## src/dlpq_pkg.sv

```systemverilog
`timescale 1ns / 1ps
// Shared types and constants for the ladder path query block.
// No dependencies; imported by every module of the block.
package dlpq_pkg;

	localparam int ROW_COUNT = 16;
	localparam int LEVELS    = ROW_COUNT - 1;
	localparam int IDX_W     = 4;
	localparam int QRY_W     = 5;
	localparam int IN_DATA_W = 32;
	localparam int OUT_DATA_W = 8;

	localparam logic OP_WRITE = 1'b0;
	localparam logic OP_QUERY = 1'b1;

	typedef logic [ROW_COUNT-1:0] row_t;
	typedef logic [LEVELS-1:0][ROW_COUNT-1:0] reach_t;
	typedef logic [LEVELS-1:0] level_t;

endpackage

```

## src/dlpq_level_unit.sv

```systemverilog
`timescale 1ns / 1ps
// Shared level unit: from one masked adjacency row and the per-level reach
// vectors, decides for every path length whether the current vertex reaches it.
// Depends on dlpq_pkg.
module dlpq_level_unit (
	input  dlpq_pkg::row_t   row_m,
	input  dlpq_pkg::reach_t reach,
	output dlpq_pkg::level_t hit
);
	import dlpq_pkg::*;

	always_comb begin
		hit[0] = |row_m;
		for (int i = 1; i < LEVELS; i++) begin
			hit[i] = |(row_m & reach[i-1]);
		end
	end

endmodule

```

## src/dag_ladder_path_query.sv

```systemverilog
`timescale 1ns / 1ps
// Top level of the ladder path query block: adjacency storage, sweep sequencer
// and stream ports. Depends on dlpq_pkg and dlpq_level_unit.
//
// A write request stores one 16-bit adjacency row and returns nothing. A query
// request goes straight to the done state, with no sweep, when the start or
// length is out of range or the length is zero; otherwise the block sweeps the
// vertices from 15 down to the start vertex, one vertex per cycle through the
// shared level unit, then passes through the done state to the output register.
// The input is not ready from the acceptance of a query until its answer sits
// in the output register.
module dag_ladder_path_query #(
	parameter int VERTICES = 16
) (
	input  logic clk,
	input  logic arst_n,
	input  logic s_axis_tvalid,
	output logic s_axis_tready,
	// [3:0] row_index, [19:4] row_bits, [24:20] start_vertex,
	// [29:25] ladder_length, [31:30] zero
	input  logic [dlpq_pkg::IN_DATA_W-1:0] s_axis_tdata,
	// [0] opcode
	input  logic s_axis_tuser,
	output logic m_axis_tvalid,
	input  logic m_axis_tready,
	// [0] found, [7:1] zero
	output logic [dlpq_pkg::OUT_DATA_W-1:0] m_axis_tdata
);
	import dlpq_pkg::*;

	localparam logic [1:0] ST_IDLE  = 2'd0;
	localparam logic [1:0] ST_SWEEP = 2'd1;
	localparam logic [1:0] ST_DONE  = 2'd2;
	localparam int VCMP_W = 7;

	logic [1:0]       state_q;
	row_t             adj_q [ROW_COUNT];
	reach_t           reach_q;
	logic [IDX_W-1:0] u_q;
	logic [IDX_W-1:0] start_q;
	logic [IDX_W-1:0] len_q;
	logic             res_q;
	logic             m_valid_q;
	logic             m_found_q;

	logic [IDX_W-1:0] row_index;
	row_t             row_bits;
	logic [QRY_W-1:0] start_vertex;
	logic [QRY_W-1:0] ladder_length;
	logic             s_fire;
	logic             m_fire;
	logic             out_load;
	logic             in_range;
	row_t             live_mask;
	row_t             hi_mask;
	row_t             row_m;
	level_t           hit;

	assign row_index     = s_axis_tdata[3:0];
	assign row_bits      = s_axis_tdata[19:4];
	assign start_vertex  = s_axis_tdata[24:20];
	assign ladder_length = s_axis_tdata[29:25];

	assign s_axis_tready = (state_q == ST_IDLE);
	assign s_fire        = s_axis_tvalid && s_axis_tready;
	assign m_fire        = m_valid_q && m_axis_tready;
	assign out_load      = (state_q == ST_DONE) && (!m_valid_q || m_axis_tready);
	assign m_axis_tvalid = m_valid_q;
	assign m_axis_tdata  = {{(OUT_DATA_W-1){1'b0}}, m_found_q};

	assign in_range = ({{(VCMP_W-QRY_W){1'b0}}, start_vertex} < VCMP_W'(VERTICES))
		&& ({{(VCMP_W-QRY_W){1'b0}}, ladder_length} < VCMP_W'(VERTICES));

	always_comb begin
		for (int j = 0; j < ROW_COUNT; j++) begin
			live_mask[j] = (j < VERTICES);
		end
	end

	assign hi_mask = (row_t'({ROW_COUNT{1'b1}}) << u_q) & ~(row_t'(1) << u_q);
	assign row_m   = adj_q[u_q] & hi_mask & live_mask;

	dlpq_level_unit u_level (
		.row_m (row_m),
		.reach (reach_q),
		.hit   (hit)
	);

	always_ff @(posedge clk or negedge arst_n) begin
		if (!arst_n) begin
			for (int r = 0; r < ROW_COUNT; r++) begin
				adj_q[r] <= '0;
			end
		end else if (s_fire && s_axis_tuser == OP_WRITE) begin
			adj_q[row_index] <= row_bits;
		end
	end

	always_ff @(posedge clk) begin
		if (state_q == ST_SWEEP) begin
			for (int i = 0; i < LEVELS; i++) begin
				reach_q[i][u_q] <= hit[i];
			end
		end
	end

	always_ff @(posedge clk or negedge arst_n) begin
		if (!arst_n) begin
			state_q   <= ST_IDLE;
			u_q       <= '0;
			m_valid_q <= 1'b0;
		end else begin
			unique case (state_q)
				ST_IDLE: begin
					if (s_fire && s_axis_tuser == OP_QUERY) begin
						if (in_range && ladder_length != '0 && !start_vertex[QRY_W-1]
							&& !ladder_length[QRY_W-1]) begin
							u_q     <= '1;
							state_q <= ST_SWEEP;
						end else begin
							state_q <= ST_DONE;
						end
					end
				end
				ST_SWEEP: begin
					if (u_q == start_q) begin
						state_q <= ST_DONE;
					end else begin
						u_q <= u_q - 1'b1;
					end
				end
				ST_DONE: begin
					if (out_load) begin
						state_q <= ST_IDLE;
					end
				end
				default: begin
					state_q <= ST_IDLE;
				end
			endcase
			if (out_load) begin
				m_valid_q <= 1'b1;
			end else if (m_fire) begin
				m_valid_q <= 1'b0;
			end
		end
	end

	always_ff @(posedge clk) begin
		if (s_fire && s_axis_tuser == OP_QUERY) begin
			start_q <= start_vertex[IDX_W-1:0];
			len_q   <= ladder_length[IDX_W-1:0];
			res_q   <= in_range && (ladder_length == '0);
		end else if (state_q == ST_SWEEP && u_q == start_q) begin
			res_q <= hit[len_q - 1'b1];
		end
		if (out_load) begin
			m_found_q <= res_q;
		end
	end

endmodule

```

## config.mk

```make
export PLATFORM = sky130hd
export DESIGN_NAME = dag_ladder_path_query
export DESIGN_NICKNAME = d
export VERILOG_FILES = /design/src/dlpq_pkg.sv /design/src/dlpq_level_unit.sv /design/src/dag_ladder_path_query.sv
export SDC_FILE = /design/constraint.sdc
export NUM_CORES = 1
export LEC_CHECK = 0
export BUFFER_PORTS_ARGS = -buffer_cell sky130_fd_sc_hd__buf_2
export CAP_MARGIN = 25
export CORE_MARGIN = 10
export CORE_UTILIZATION = 31
export CTS_BUF_LIST = sky130_fd_sc_hd__clkbuf_16
export CTS_CLUSTER_SIZE = 14
export DETAILED_ROUTE_END_ITERATION = 8
export GPL_TIMING_DRIVEN = 0
export PLACE_DENSITY_LB_ADDON = 0.05
export SLEW_MARGIN = 5
export SYNTH_ARGS = -nofsm -noshare
export SYNTH_HDL_FRONTEND = slang
export SYNTH_SLANG_ARGS = --single-unit
```

## constraint.sdc

```tcl
create_clock -name clk -period 4.55 [get_ports clk]
set_input_delay 0.455 -clock clk [delete_from_list [all_inputs] [get_ports clk]]
set_output_delay 0.455 -clock clk [all_outputs]
set_load 0.01 [all_outputs]
```

==> results of run 1 <==
layer usage:
metal	global-route usage	up-vias
met5	0	-
met4	0.0401	2
met3	0.0390	65
met2	0.250	313
met1	0.254	5315
li1	-	4404
final cells by class:
cell class,count,area share
Tap cell,672,0.0442
Sequential cell,371,0.546
Buffer,80,0.0210
Clock inverter,32,0.0107
Multi-Input combinational cell,603,0.281
Inverter,19,0.00395
Timing Repair Buffer,66,0.0315
Clock buffer,47,0.0618
kinds of logic (layout without fill, tap and decap cells):
logic type	Yosys count	in the layout
and+or+nand+nor	201	201
adders and majority gates	5	5
buffers and inverters	99	244
muxes	209	209
DFF	371	371
other	1	7
AOI/OAI and AO/OA	174	174
xor gates and xnor gates	7	7
final timing paths:
kind | start | endpoint | slack, ns | cells past startpoint
min reg2reg | res_q$_DFFE_PP_ | m_found_q$_DFFE_PP_ | 0.42 | 0
max | u_q[1]$_DFFE_PN0P_ | res_q$_DFFE_PP_ | 0.11 | 17
min | s_axis_tdata[21] | start_q[1]$_DFFE_PP_ | 0.05 | 1
max in group asynchronous | arst_n | adj_q[135]$_DFFE_PN0P_ | 3.28 | 3
min in group asynchronous | arst_n | adj_q[127]$_DFFE_PN0P_ | 0.37 | 2
max reg2reg | u_q[1]$_DFFE_PN0P_ | res_q$_DFFE_PP_ | 0.11 | 17
through the flow:
step | TNS [ns] | hold slack [ns] | utilization
floorplan | 0 | 0.159 | -
global placement | -72.79 | 0.403 | 0.336
detailed placement | -49.01 | 0.402 | 0.344
CTS | -0.212 | 0.0297 | 0.375
global route | -0.00667 | 0.0367 | 0.377
finish | 0 | 0.0549 | 0.377
what timing repair did:
| action | CTS | global route |
|---|---|---|
| gates resized for setup | 28 | 20 |
| hold buffers | 1 | 0 |
| gates cloned | 0 | 0 |
| pin swaps | 6 | 5 |
| setup endpoints to repair | 196 | 121 |
| hold endpoints to repair | 48 | 0 |
| buffers inserted | 4 | 0 |
where the power goes:
| part | switching [W] | internal [W] |
|---|---|---|
| combinational | 0.00204 | 0.00106 |
| sequential | 0.000228 | 0.00465 |
| clock | 0.00144 | 0.00197 |
| total | 0.00371 | 0.00768 |
registers in the layout, summed over array words and instances (netlist names):
| register | cells |
|---|---|
| len_q | 4 |
| u_q | 4 |
| reach_q | 210 |
| state_q | 2 |
| start_q | 4 |
| res_q | 1 |
| adj_q | 144 |
| m_axis_tvalid | 1 |
| m_found_q | 1 |
cells in the final DEF (no fill, tap or decap), types with 22 or more instances in the layout:
cell type | synthesis | routed
a222oi_1 | 25 | 25
a22oi_1 | 28 | 28
buf_2 | 10 | 46
buf_4 | 12 | 22
clkbuf_1 | 49 | 44
clkbuf_16 | 0 | 47
dfrtp_1 | 151 | 151
edfxtp_1 | 220 | 220
inv_1 | 19 | 34
mux2_2 | 147 | 147
mux2i_1 | 49 | 49
nand2_1 | 51 | 48
nor2_1 | 37 | 25
critical path: cells and delay by family (launching register included):
kind / cells / cell delay (ns)
AO/OA/AOI/OAI: 3 / 1.04
AND/OR/NAND/NOR: 6 / 0.80
buffers and inverters: 7 / 1.61
adder cells (fa/ha/maj): 1 / 0.28
flip-flops: 1 / 0.42
==> results.json, run 1 <==
{
  "crit_type": "flip-flop to flip-flop",
  "post_route_cells_drive_above_1_share": 0.301,
  "critical_path.cell_chain": "buf_2 > buf_6 > buf_4 > buf_4 > inv_1 > ha_2 > nor2_1 > and3_1 > clkbuf_1 > buf_2 > a22oi_1 > nand2_1 > a2111oi_1 > nand3_2 > o211a_1 > nand3_1 > nand4_1",
  "design.portCount": 47,
  "leading_post_synthesis_cells_by_cell_area": "edfxtp_1, dfrtp_1, mux2_2",
  "cts_root_buf": "clkbuf_16",
  "fin_total_pwr_w": 0.0114,
  "routed-via-count": 10099,
  "max_clock_freq_mhz": 225,
  "num-fill-cells": 4842,
  "cp_data_required_time_ns": 4.87,
  "max-vdd-ir-drop_uv": 229,
  "synth_top_cells_by_count": "edfxtp_1, dfrtp_1, mux2_2, nand2_1",
  "yosysWarningCount": 0,
  "dp.final_hpwl_um": 37000,
  "clock_tree_from_tritoncts": "yes",
  "detailed_routing_wirelength_on_met1_um": 25600,
  "clock_buffers_created_by_tritoncts": 46,
  "synth_edf_count": 220,
  "synth-compound-area-share": 0.0905,
  "grt_overflow": 0,
  "syn2layout_area_growth_pct": 19.5,
  "finalWirelength_um": 52600,
  "p_leak_nw": 7.62,
  "worst_setup_path_start_kind": "flip-flop",
  "clock_tree.buffer_depth": 3,
  "timing.final.hold_violations": 0,
  "placeableCoreArea_um2": 50500,
  "post_synth_mux_area_share": 0.153,
  "number_of_instances_in_the_synthesized_netlist": 1067,
  "dr_wl_met2_um": 22400,
  "nNetsFinal": 1229,
  "post_route_clock_period_utilization": 0.976,
  "mappedNetlistArea_um2": 15900,
  "drt-initial-drc-count": 712,
  "status": "finished, final reports clean",
  "most_used_standard_cell_by_instance_count_after_synthesis": "edfxtp_1",
  "synth.yosys.seq_area_share": 0.653,
  "setup.worst_path.end_class": "flip-flop",
  "worst_hold_path_type": "input port to flip-flop",
  "antenna_violations_before_repair": 3,
  "finalWorstSetupSlack_ns": 0.107,
  "synth_largest_area_cell": "edfxtp_1",
  "finalCriticalPeriod_ns": 4.44,
  "grt_use_total": 0.172,
  "synth-async-reset-ratio": 0.407,
  "timing.slew.headroom": 0.334,
  "path_clk_slew_ns": 0.06,
  "dieArea_um2": 60800,
  "layout.area.seq_um2": 10400,
  "layout.cell_area.non_filler_um2": 19000,
  "critical-path-slowest-cell": "a2111oi_1",
  "report.final.slew_viol_count": 0,
  "clock-skew-final_ns": 0.0164,
  "gpl.final_weighted_congestion": 0.802,
  "h-tree-depth": 2,
  "clkSinkCount": 371,
  "synth_cell_type_count": 76,
  "power_per_cell_area_nw_per_um2": 599,
  "routed_wire_length_per_instance_um": 27.8,
  "floorplan.die.width_um": 247,
  "die-height_um": 247,
  "maxUsedRoutingLayer": "met5",
  "maximum_number_of_pins_on_one_net_before_global_route_repair": 104,
  "yosys.area_share.simple": 0.0669,
  "synth_area_per_cell_um2": 14.9,
  "dp_cells": 1804,
  "grt_pass1_wl_um": 75700,
  "synth_top_area_frac": 0.415,
  "synthAdderAreaFrac": 0.00393,
  "antennaDiodeCount": 0,
  "met3_length_um": 3540,
  "worst-slew-pin-transition_ns": 0.999,
  "placement.io_buffers": 36,
  "cp_max_fo": 10,
  "synth_xor_area_frac": 0.00385,
  "dominantRegCellSynth": "edfxtp_1",
  "start_util": 0.315,
  "final_setup_violations": 0,
  "standard_cell_area_after_detailed_placement_um2": 17400,
  "timing.max_cap.violations": 0,
  "route.antenna.remaining_nets": 0,
  "placementRows": 82,
  "final-instance-count-excl-fill": 1890,
  "drc_viols": 0,
  "grt_pass1_vias": 10238,
  "clock_latency_reported_for_the_late_side_of_the_worst_skew_pair_ns": 0.59,
  "cp.arrival_ns": 4.76,
  "drt-pass1-iter-count": 6,
  "detailedPlace.worstSlack_ns": -0.840,
  "post_drt_via_cell_ratio": 5.34,
  "crit_path_max_incr_delay_ns": 0.55,
  "largest_family_of_logic_cells_by_synthesized_area": "multiplexers",
  "ys_ff_latch": 371,
  "area_occupied_by_multi_input_gates_um2": 5340
}
No activity file was read; power rests on OpenSTA's default activity.
==> run 2, diff against run 1 <==
Settings changed: PLACE_DENSITY_LB_ADDON 0.05 to 0.2.
==> run 2 against run 1 <==
Via count decreased by 0.14%; worst setup slack improved by 0.047 ns; final cell count down 0.16%; count of clock-buffer cells in the layout fell by 2; non-clock buffer count is the same; sequential cell count stayed put; first-iteration DRC count rose by 48%; clock skew is 0.0015 ns higher; sequential power about the same; combinational power decreased by 2%; critical endpoint unchanged; largest cell class unchanged; highest routed layer unchanged.
==> results.json, run 2 (same netlist as run 1, synthesis figures left out) <==
{
  "status": "finished, final reports clean",
  "finalCriticalPeriod_ns": 4.40,
  "antenna_violations_before_repair": 1,
  "cts_root_buf": "clkbuf_16",
  "drt-initial-drc-count": 1053,
  "post_route_clock_period_utilization": 0.966,
  "maxUsedRoutingLayer": "met5",
  "worst-slew-pin-transition_ns": 1.08,
  "worst_hold_path_type": "input port to flip-flop",
  "cp_max_fo": 10,
  "crit_type": "flip-flop to flip-flop",
  "placement.io_buffers": 36,
  "path_clk_slew_ns": 0.06,
  "fin_hold_ws_ns": 0.0790,
  "detailed_routing_wirelength_on_met1_um": 22100,
  "dieArea_um2": 60800,
  "mostFrequentLayoutCell": "edfxtp_1",
  "clock_latency_reported_for_the_late_side_of_the_worst_skew_pair_ns": 0.57,
  "post_route_cells_drive_above_1_share": 0.298,
  "met3_length_um": 3130,
  "timing.slew.headroom": 0.283,
  "mostFrequentLayoutCells": "edfxtp_1, dfrtp_1, mux2_2",
  "max_clock_freq_mhz": 228,
  "grt_setup_unrepaired": "no",
  "maximum_number_of_pins_on_one_net_before_global_route_repair": 95,
  "routed-via-count": 10085,
  "num-fill-cells": 4854,
  "detailedPlace.worstSlack_ns": -0.485,
  "report.final.slew_viol_count": 0,
  "clock_tree_from_tritoncts": "yes",
  "largest_registers": "reach_q: 210 flops, adj_q: 144 flops",
  "antennaDiodeCount": 0,
  "placementRows": 82,
  "dp.final_hpwl_um": 33800,
  "clock-skew-final_ns": 0.0179,
  "timing.final.hold_violations": 0,
  "grt_pass1_wl_um": 71200,
  "drc_viols": 0,
  "setup.worst_path.end_class": "flip-flop",
  "grt_pass1_vias": 10171,
  "gpl.final_weighted_congestion": 0.822,
  "grt_use_total": 0.158,
  "cp_data_required_time_ns": 4.85,
  "max-vdd-ir-drop_uv": 238,
  "design.portCount": 47,
  "max_flop_register": "reach_q",
  "clock_tree.buffer_depth": 3,
  "clock_buffers_created_by_tritoncts": 42,
  "worst_setup_path_start_kind": "flip-flop",
  "placeableCoreArea_um2": 50500,
  "routed_wire_length_per_instance_um": 25.6,
  "clkSinkCount": 371,
  "grt_overflow": 0,
  "p_leak_nw": 7.53,
  "start_util": 0.315,
  "layout.area.seq_um2": 10400,
  "syn2layout_area_growth_pct": 18.3,
  "cp.arrival_ns": 4.69,
  "dr_wl_met2_um": 22200,
  "floorplan.die.width_um": 247,
  "route.antenna.remaining_nets": 0,
  "power_per_cell_area_nw_per_um2": 590,
  "largest_register_ffs": 210,
  "h-tree-depth": 2,
  "finalWorstSetupSlack_ns": 0.155,
  "finalWirelength_um": 48400,
  "finish.utilization": 0.373,
  "die-height_um": 247,
  "area_occupied_by_multi_input_gates_um2": 5310,
  "nNetsFinal": 1225,
  "post_drt_via_cell_ratio": 5.34,
  "final_setup_violations": 0,
  "timing.max_cap.violations": 0,
  "fin_total_pwr_w": 0.0111,
  "drt-pass1-iter-count": 7
}
run 2: cell types whose count changed in the layout (fill, tap and decap cells not counted), sizes merged:
cell	delta
inv	-5
bufinv	-1
clkinv	+5
buf	-2
run 2: layer usage:
metal	up-vias	track usage
met5	-	0
met4	2	0.0435
met3	57	0.0349
met2	330	0.247
met1	5303	0.218
li1	4393	-
run 2: critical path, stage by stage (launching register included):
cell and delay (ns):
dfrtp_1 0.42, clkbuf_4 0.23, buf_6 0.19, buf_4 0.23, buf_4 0.23, inv_1 0.15, ha_1 0.30, nor2_1 0.06
and3_1 0.14, clkbuf_1 0.26, clkbuf_2 0.34, a22oi_1 0.23, nand2_1 0.14, a2111oi_1 0.50, nand3_2 0.19, o211a_1 0.26
nand3_1 0.08, nand4_1 0.12
run 2: final cells by class:
cell class / count / area share
Timing Repair Buffer: 67 / 0.0293
Tap cell: 672 / 0.0446
Clock inverter: 31 / 0.00830
Inverter: 19 / 0.00399
Clock buffer: 45 / 0.0598
Multi-Input combinational cell: 603 / 0.282
Buffer: 79 / 0.0209
Sequential cell: 371 / 0.551
run 2: timing repair:
action | 4_1_cts | 5_1_grt
hold buffers | 1 | 0
endpoints found under the hold margin | 57 | 0
setup buffers | 1 | 6
resized for setup | 14 | 24
endpoints found under the setup margin | 151 | 136
pin swaps | 2 | 3
run 2: path summary, 6_finish.rpt:
check / from / to / slack [ns] / cells past startpoint
max in group asynchronous: arst_n / m_axis_tvalid$_DFFE_PN0P_ / 3.27 / 3
setup / recovery: u_q[1]$_DFFE_PN0P_ / res_q$_DFFE_PP_ / 0.15 / 17
hold / removal: s_axis_tdata[27] / len_q[2]$_DFFE_PP_ / 0.08 / 1
hold reg to reg: res_q$_DFFE_PP_ / m_found_q$_DFFE_PP_ / 0.42 / 0
setup reg to reg: u_q[1]$_DFFE_PN0P_ / res_q$_DFFE_PP_ / 0.15 / 17
min in group asynchronous: arst_n / adj_q[188]$_DFFE_PN0P_ / 0.41 / 2
run 2: power breakdown:
group	internal, W	switching [W]	total [W]
clock network	0.00183	0.00136	0.00319
logic	0.00109	0.00195	0.00304
registers	0.00465	0.000225	0.00488
run 2: per-stage QoR:
stage          setup TNS, ns  area (um2)  instances
6_report                   0       18800       1887
5_1_grt                    0       18800       1887
4_1_cts                    0       18700       1881
3_5_place_dp          -18.46       17300       1803
3_3_place_gp          -42.47       17000       1781
2_1_floorplan              0       15900       1073
==> run 3, diff against run 2 <==
Settings changed: ABC_CLOCK_PERIOD_IN_PS from default to 4550, PLACE_DENSITY from default to 0.44, PLACE_DENSITY_LB_ADDON 0.2 to default.
==> run 3 against run 2 <==
The run now ends with negative setup slack left; total power rose by 1.2%; register-to-register slack got worse by 0.17 ns; largest cell class unchanged; non-clock buffer count rose by 3; final cell count rose by 0.37%; sequential power barely moved; worst setup slack got worse by 0.17 ns; routed wire length rose by 2.9%; first-iteration DRC count rose by 8.2%; sequential share of layout area fell by 0.11 points; via count fell by 0.40%; clock power rose by 4%.
==> results.json, run 3 (same netlist as run 1, synthesis figures left out) <==
{
  "max-vdd-ir-drop_uv": 303,
  "cp_max_fo": 10,
  "timing.reg2reg.setup_slack_ns": -0.01,
  "timing.final.hold_violations": 0,
  "power_frac_comb": 0.272,
  "worst_r2r_startpoint": "u_q[1]$_DFFE_PN0P_",
  "die-height_um": 247,
  "drt-initial-drc-count": 1139,
  "clock_tree.buffer_depth": 3,
  "max_flop_register": "reach_q",
  "worst-slew-pin-transition_ns": 1.07,
  "grt_setup_unrepaired": "yes",
  "hold-path-cell-count": 1,
  "power_per_cell_area_nw_per_um2": 596,
  "start_util": 0.315,
  "clock_tree_from_tritoncts": "yes",
  "design.portCount": 47,
  "crit_type": "flip-flop to flip-flop",
  "p_leak_nw": 7.58,
  "largest_registers": "reach_q: 210 flops, adj_q: 144 flops",
  "nNetsFinal": 1230,
  "clock-skew-final_ns": 0.0177,
  "largest_register_ffs": 210,
  "syn2layout_area_growth_pct": 18.6,
  "routed-via-count": 10045,
  "clock_latency_reported_for_the_late_side_of_the_worst_skew_pair_ns": 0.57,
  "max_clock_freq_mhz": 219,
  "setup.worst_path.end_class": "flip-flop",
  "timing.slew.headroom": 0.284,
  "dp.final_hpwl_um": 35100,
  "antennaDiodeCount": 0,
  "maximum_number_of_pins_on_one_net_before_global_route_repair": 93,
  "placementRows": 82,
  "routed_wire_length_per_instance_um": 26.3,
  "placement.io_buffers": 36,
  "power.net_switching_w": 0.00360,
  "worst_hold_startpoint": "s_axis_tdata[23]",
  "route.antenna.remaining_nets": 0,
  "timing.max_cap.violations": 0,
  "power.switching_fraction": 0.320,
  "h-tree-depth": 2,
  "clock_buffers_created_by_tritoncts": 44,
  "cts_root_buf": "clkbuf_16",
  "finalCriticalPeriod_ns": 4.56,
  "gpl.final_weighted_congestion": 0.792,
  "report.final.slew_viol_count": 0,
  "grt_use_total": 0.163,
  "pwr-share-seq": 0.434,
  "detailedPlace.worstSlack_ns": -0.677,
  "rr_endpoint": "res_q$_DFFE_PP_",
  "cp.arrival_ns": 4.86,
  "path_clk_slew_ns": 0.06,
  "grt_overflow": 0,
  "clk_pwr_share": 0.295,
  "worst_setup_path_start_kind": "flip-flop",
  "violations": "negative setup slack",
  "worst_hold_path_type": "input port to flip-flop",
  "clkSinkCount": 371,
  "finalWirelength_um": 49800,
  "drt-pass1-iter-count": 7,
  "min_to": "start_q[3]$_DFFE_PP_",
  "cp_data_required_time_ns": 4.85,
  "mostFrequentLayoutCells": "edfxtp_1, dfrtp_1, mux2_2",
  "grt_pass1_vias": 9997,
  "floorplan.die.width_um": 247,
  "mostFrequentLayoutCell": "edfxtp_1",
  "worstRegToRegCells": 16,
  "drc_viols": 0,
  "post_drt_via_cell_ratio": 5.30,
  "finish.utilization": 0.374,
  "finalWorstSetupSlack_ns": -0.0110,
  "final_setup_violations": 1,
  "placeableCoreArea_um2": 50500,
  "intPower_w": 0.00764,
  "dieArea_um2": 60800,
  "antenna_violations_before_repair": 1,
  "status": "finished, violations left",
  "post_route_cells_drive_above_1_share": 0.296,
  "post_route_clock_period_utilization": 1.00,
  "grt_pass1_wl_um": 72500
}
==> run 3: metrics by stage <==
step           instance area (um2)  TNS [ns]  hold slack (ns)  cells  total power, W
5_1_grt                      18900    -0.246           0.0368   1894          0.0118
4_1_cts                      18800    -0.145           0.0317   1886          0.0112
6_report                     18900   -0.0110           0.0648   1894          0.0112
3_3_place_gp                 17000    -57.81            0.404   1781         0.00774
3_5_place_dp                 17300    -33.20            0.409   1805         0.00781
2_1_floorplan                15900         0            0.159   1073         0.00661
==> run 3: worst max path at each step <==
stage                       start                endpoint  cells past startpoint
6_report       u_q[1]$_DFFE_PN0P_         res_q$_DFFE_PP_                     16
5_1_grt        u_q[0]$_DFFE_PN0P_         res_q$_DFFE_PP_                     15
4_1_cts        u_q[1]$_DFFE_PN0P_         res_q$_DFFE_PP_                     16
3_5_place_dp   u_q[1]$_DFFE_PN0P_         res_q$_DFFE_PP_                     16
3_3_place_gp   u_q[1]$_DFFE_PN0P_  reach_q[130]$_DFFE_PP_                     12
2_1_floorplan  u_q[1]$_DFFE_PN0P_         res_q$_DFFE_PP_                     17
==> run 3: critical path: stages (launching register included) <==
cell	delay, ns
dfrtp_1	0.43
buf_2	0.23
buf_6	0.20
buf_4	0.23
buf_4	0.23
inv_1	0.14
ha_1	0.34
nor2_1	0.06
and3_1	0.14
clkbuf_1	0.26
a22o_1	0.31
a221o_1	0.33
a2111oi_1	0.57
nand4_1	0.25
a221o_1	0.35
nand3_1	0.08
nand4_1	0.10
==> run 3: what timing repair did <==
item | 4_1_cts | 5_1_grt
hold buffers | 1 | 0
setup endpoints to repair | 166 | 71
resized for setup | 20 | 8
hold endpoints to repair | 59 | 0
setup buffers | 0 | 8
pin swaps | 3 | 7
==> run 3: layout make-up <==
class / count / area (um2)
Multi-Input combinational cell: 603 / 5270
Tap cell: 672 / 841
Inverter: 19 / 71.3
Sequential cell: 371 / 10400
Clock inverter: 35 / 219
Timing Repair Buffer: 69 / 563
Fill cell: 4848 / 31600
Buffer: 80 / 395
Clock buffer: 45 / 1130
==> run 3: power groups by stage <==
stage | Clock (W) | Sequential (W) | Combinational (W)
CTS | 0.00340 | 0.00488 | 0.00292
global placement | 0 | 0.00495 | 0.00279
floorplan | 0 | 0.00486 | 0.00174
global route | 0.00353 | 0.00493 | 0.00329
detailed placement | 0 | 0.00496 | 0.00285
finish | 0.00331 | 0.00488 | 0.00305
==> run 3: layer usage <==
metal | wire length [um] | vias to the layer above | global-route usage | share of wire
met3 | 3820 | 69 | 0.0330 | 0.077
met4 | 1090 | 0 | 0.0491 | 0.022
li1 | - | 4399 | - | -
met1 | 23100 | 5203 | 0.236 | 0.46
met5 | 0 | - | 0 | 0
met2 | 21900 | 374 | 0.242 | 0.44
